### src/rtl/sh3_pkg.sv
package sh3_pkg;

  localparam int unsigned MAX_WIDTH_DEF  = 2048;
  localparam int unsigned MAX_HEIGHT_DEF = 2048;

  localparam int unsigned WIDTH_RST  = 640;
  localparam int unsigned HEIGHT_RST = 480;

  localparam int unsigned PIX_CH     = 3;
  localparam int unsigned CFG_IDX_W  = 1;
  localparam int unsigned CFG_DATA_W = 12;

  // register indexes
  localparam logic [CFG_IDX_W-1:0] CFG_WIDTH  = 1'b0;
  localparam logic [CFG_IDX_W-1:0] CFG_HEIGHT = 1'b1;

  // item kinds
  localparam logic KIND_PIXEL = 1'b0;
  localparam logic KIND_DRAIN = 1'b1;

  // kernel and clip constants
  localparam int unsigned CENTRE_GAIN = 9;
  localparam logic [7:0]  CLIP_MAX    = 8'd255;

  // channel 0 blue, 1 green, 2 red
  typedef logic [PIX_CH-1:0][7:0] pix_t;
  // row 0 top, 1 middle, 2 bottom
  typedef pix_t [2:0] col_t;

  function automatic int unsigned clamp_size(int unsigned v, int unsigned maxv);
    int unsigned r;
    r = v;
    if (v < 1) r = 1;
    else if (v > maxv) r = maxv;
    return r;
  endfunction

endpackage

### src/rtl/sh3_lane.sv
module sh3_lane (
  input  logic [7:0]      centre_i,
  input  logic [7:0][7:0] nbr_i,
  output logic [7:0]      res_o
);
  import sh3_pkg::*;

  logic [10:0]        nsum;
  logic [11:0]        cen_g;
  logic signed [12:0] diff;

  always_comb begin
    nsum = '0;
    for (int k = 0; k < 8; k++) begin
      nsum = nsum + 11'(nbr_i[k]);
    end
  end

  assign cen_g = 12'(CENTRE_GAIN) * 12'(centre_i);
  assign diff  = $signed({1'b0, cen_g}) - $signed({2'b00, nsum});

  // clip to 0..255
  always_comb begin
    if (diff[12]) res_o = '0;
    else if (diff > 13'sd255) res_o = CLIP_MAX;
    else res_o = diff[7:0];
  end

endmodule

### config.mk
export PLATFORM = sky130hd
export DESIGN_NAME = sh3_lane
export DESIGN_NICKNAME = d
export VERILOG_FILES = /design/src/rtl/sh3_pkg.sv /design/src/rtl/sh3_lane.sv
export SDC_FILE = /design/constraint.sdc
export NUM_CORES = 1
export LEC_CHECK = 0
export ABC_AREA = 1
export BUFFER_PORTS_ARGS = -buffer_cell sky130_fd_sc_hd__buf_2
export CAP_MARGIN = 40
export CORE_UTILIZATION = 50
export DETAILED_ROUTE_END_ITERATION = 12
export PLACE_DENSITY = 0.81
export SYNTH_ARGS = -nofsm -noshare
export SYNTH_HDL_FRONTEND = slang
export SYNTH_SLANG_ARGS = --single-unit
### constraint.sdc
create_clock -name vclk -period 6.6
set_clock_uncertainty 0.15 [all_clocks]
set_input_delay 1.32 -clock vclk [all_inputs]
set_output_delay 1.32 -clock vclk [all_outputs]
set_load 0.1 [all_outputs]
==> impl_metrics.json <==
{
  "fin_util": 0.770,
  "syn_nets": 491,
  "synth_cells": 333,
  "wirelength_um": 5870,
  "start_kind": "input port",
  "worstPathMaxFanout": 8,
  "hold_viol_final": 0,
  "dr.first_iter.drc_count": 44,
  "synth.area.top_cells": "fa_1 48%, inv_1 21%, ha_1 12%",
  "synth_top_area_frac": 0.482,
  "crit_family": "adder cells",
  "die_area_mm2": 0.00544,
  "finalMaxSlewViolations": 0,
  "final.min_clock_period_ps": 7130,
  "grt_pass1_wl_um": 10100,
  "seq_cell_count": 0,
  "final_layout_size_suffix_gt1_frac": 0.421,
  "die_x_um": 73.8,
  "track_usage": 0.238,
  "hold_depth": 5,
  "worstPathRequired_ps": 5130,
  "slowest_stage": "fa_1",
  "std_cell_rows": 25,
  "synth-warning-count": 0,
  "cp-end-kind": "primary output",
  "post_drt_wl_per_cell_um": 11.6,
  "crit_type": "in -> out",
  "hold_start": "centre_i[0]",
  "setup_viol": 8,
  "final.setup.tns_ps": -4100,
  "cp_num_buf_inv": 8,
  "ys_seq_area_frac": 0,
  "antenna_found_initial": 0,
  "worst_slack_ps": -530,
  "num-clock-buffers": 0,
  "holdCritPathClass": "in -> out",
  "maxCapViolations": 0,
  "rsz0062_at_grt": "true",
  "hold_buffers": 0,
  "worstMarginPinSlew_ps": 304,
  "multi_input_area_mm2": 0.00236,
  "maxSlewHeadroom": 0.796,
  "fin_crit_sh": 1.08,
  "max_freq_mhz": 140,
  "cp.arrival_ps": 5660,
  "synth_top_area_cell": "fa_1",
  "start_util": 0.531,
  "grt_max_degree": 9,
  "pin_count": 80,
  "path_common_cell": "inv_1",
  "ys_types": 17,
  "firstDrtPassIters": 4,
  "gr-total-overflow": 0,
  "gp_congestion": 0.786,
  "vias": 2287,
  "avgSynthCellArea_um2": 7.73,
  "finalNetCount": 597,
  "n_antenna_cell": 0,
  "syn2layout_area_growth_pct": 45.0,
  "core_mm2": 0.00485,
  "status": "finished with violations",
  "portBuffers": 80,
  "seqCellArea_um2": 0,
  "grt_pass1_vias": 2588,
  "holdPathEnd": "res_o[0]",
  "viasPerCell": 4.54,
  "critPathMaxStageDelay_ps": 540,
  "synth_area_mm2": 0.00257,
  "ant_nets": 0,
  "drc_errors": 0,
  "dp_hpwl_um": 4970,
  "num-fill-cells": 318,
  "die_h_um": 73.8,
  "path_cells": "buf_2, inv_1, fa_1, inv_1, fa_2, inv_2, fa_2, fa_1, inv_1, fa_1, inv_2, ha_4, nand2_4, inv_1, a21oi_2, nand2_1, nand2_1, nand2_2, nor2_4, nand3_4, nor2_4, nor2_4, buf_12",
  "violations": "negative setup slack"
}
## how the worst max path moves through the flow
stage | start | to | slack (ps) | cells past startpoint
after global placement | nbr_i[50] | res_o[7] | -600 | 21
after global routing | centre_i[1] | res_o[7] | -700 | 21
after CTS | nbr_i[38] | res_o[0] | -460 | 18
after floorplan | nbr_i[50] | res_o[1] | -300 | 18
after detailed placement | nbr_i[50] | res_o[7] | -680 | 21
final | nbr_i[31] | res_o[7] | -530 | 23
## cells by family after synthesis
logic type,count (synthesis),synth area share
simple gates,88,0.150
xor+xnor,6,0.0204
fa+ha+maj,86,0.599
compound gates,8,0.0194
buf+inv,145,0.211
## final cells by class
cell class | count | area share
Inverter | 145 | 0.148
Multi-Input combinational cell | 188 | 0.631
Tap cell | 67 | 0.0225
Timing Repair Buffer | 104 | 0.198
## stage by stage
step	setup slack [ps]	std cells	instance area [um^2]	hold WS (ps)
after floorplan	-299	333	2820	2970
after global placement	-601	498	3440	3360
after detailed placement	-677	498	3440	3370
after CTS	-458	501	3630	3190
after global routing	-703	504	3730	3210
final	-530	504	3730	3180
## synth_stat cells, types with 2 or more instances
| cell type | n |
|---|---|
| a21oi_1 | 6 |
| fa_1 | 62 |
| ha_1 | 24 |
| inv_1 | 145 |
| nand2_1 | 43 |
| nand2_2 | 5 |
| nand3_1 | 8 |
| nand4_1 | 2 |
| nor2_1 | 25 |
| or2_1 | 2 |
| xnor2_1 | 3 |
| xor2_1 | 3 |
## cells in the final DEF, fill, tap and decap left out, types with 3 or more instances in the layout
master	Yosys	layout
a21oi_2	0	4
inv_2	0	14
buf_12	0	8
nand3_2	0	3
buf_4	0	24
fa_1	62	54
buf_2	0	67
xor2_1	3	3
ha_4	0	6
nor2_2	1	3
nand2_1	43	32
fa_2	0	8
nand2_2	5	13
buf_6	0	3
ha_1	24	18
nand3_1	8	4
nor2_1	25	5
nor2_4	1	19
inv_1	145	129
xnor2_1	3	3
nand2_4	0	3
## layer usage
| metal | wire, um | share of wire | global-route usage | vias to the layer above |
|---|---|---|---|---|
| li1 | - | - | - | 1112 |
| met1 | 2070 | 0.35 | 0.250 | 1088 |
| met2 | 3530 | 0.60 | 0.510 | 75 |
| met3 | 190 | 0.032 | 0.0151 | 12 |
| met4 | 83 | 0.014 | 0.0385 | 0 |
| met5 | 0 | 0 | 0 | - |
## repair_timing
item	CTS	global route
buffers inserted	3	3
endpoints found under the hold margin	0	0
setup endpoints to repair	8	8
resized for setup	46	28
pin swaps	22	26
Power is not shown: default switching activity piles up to over one toggle a cycle in this logic, so the estimate is an artifact.
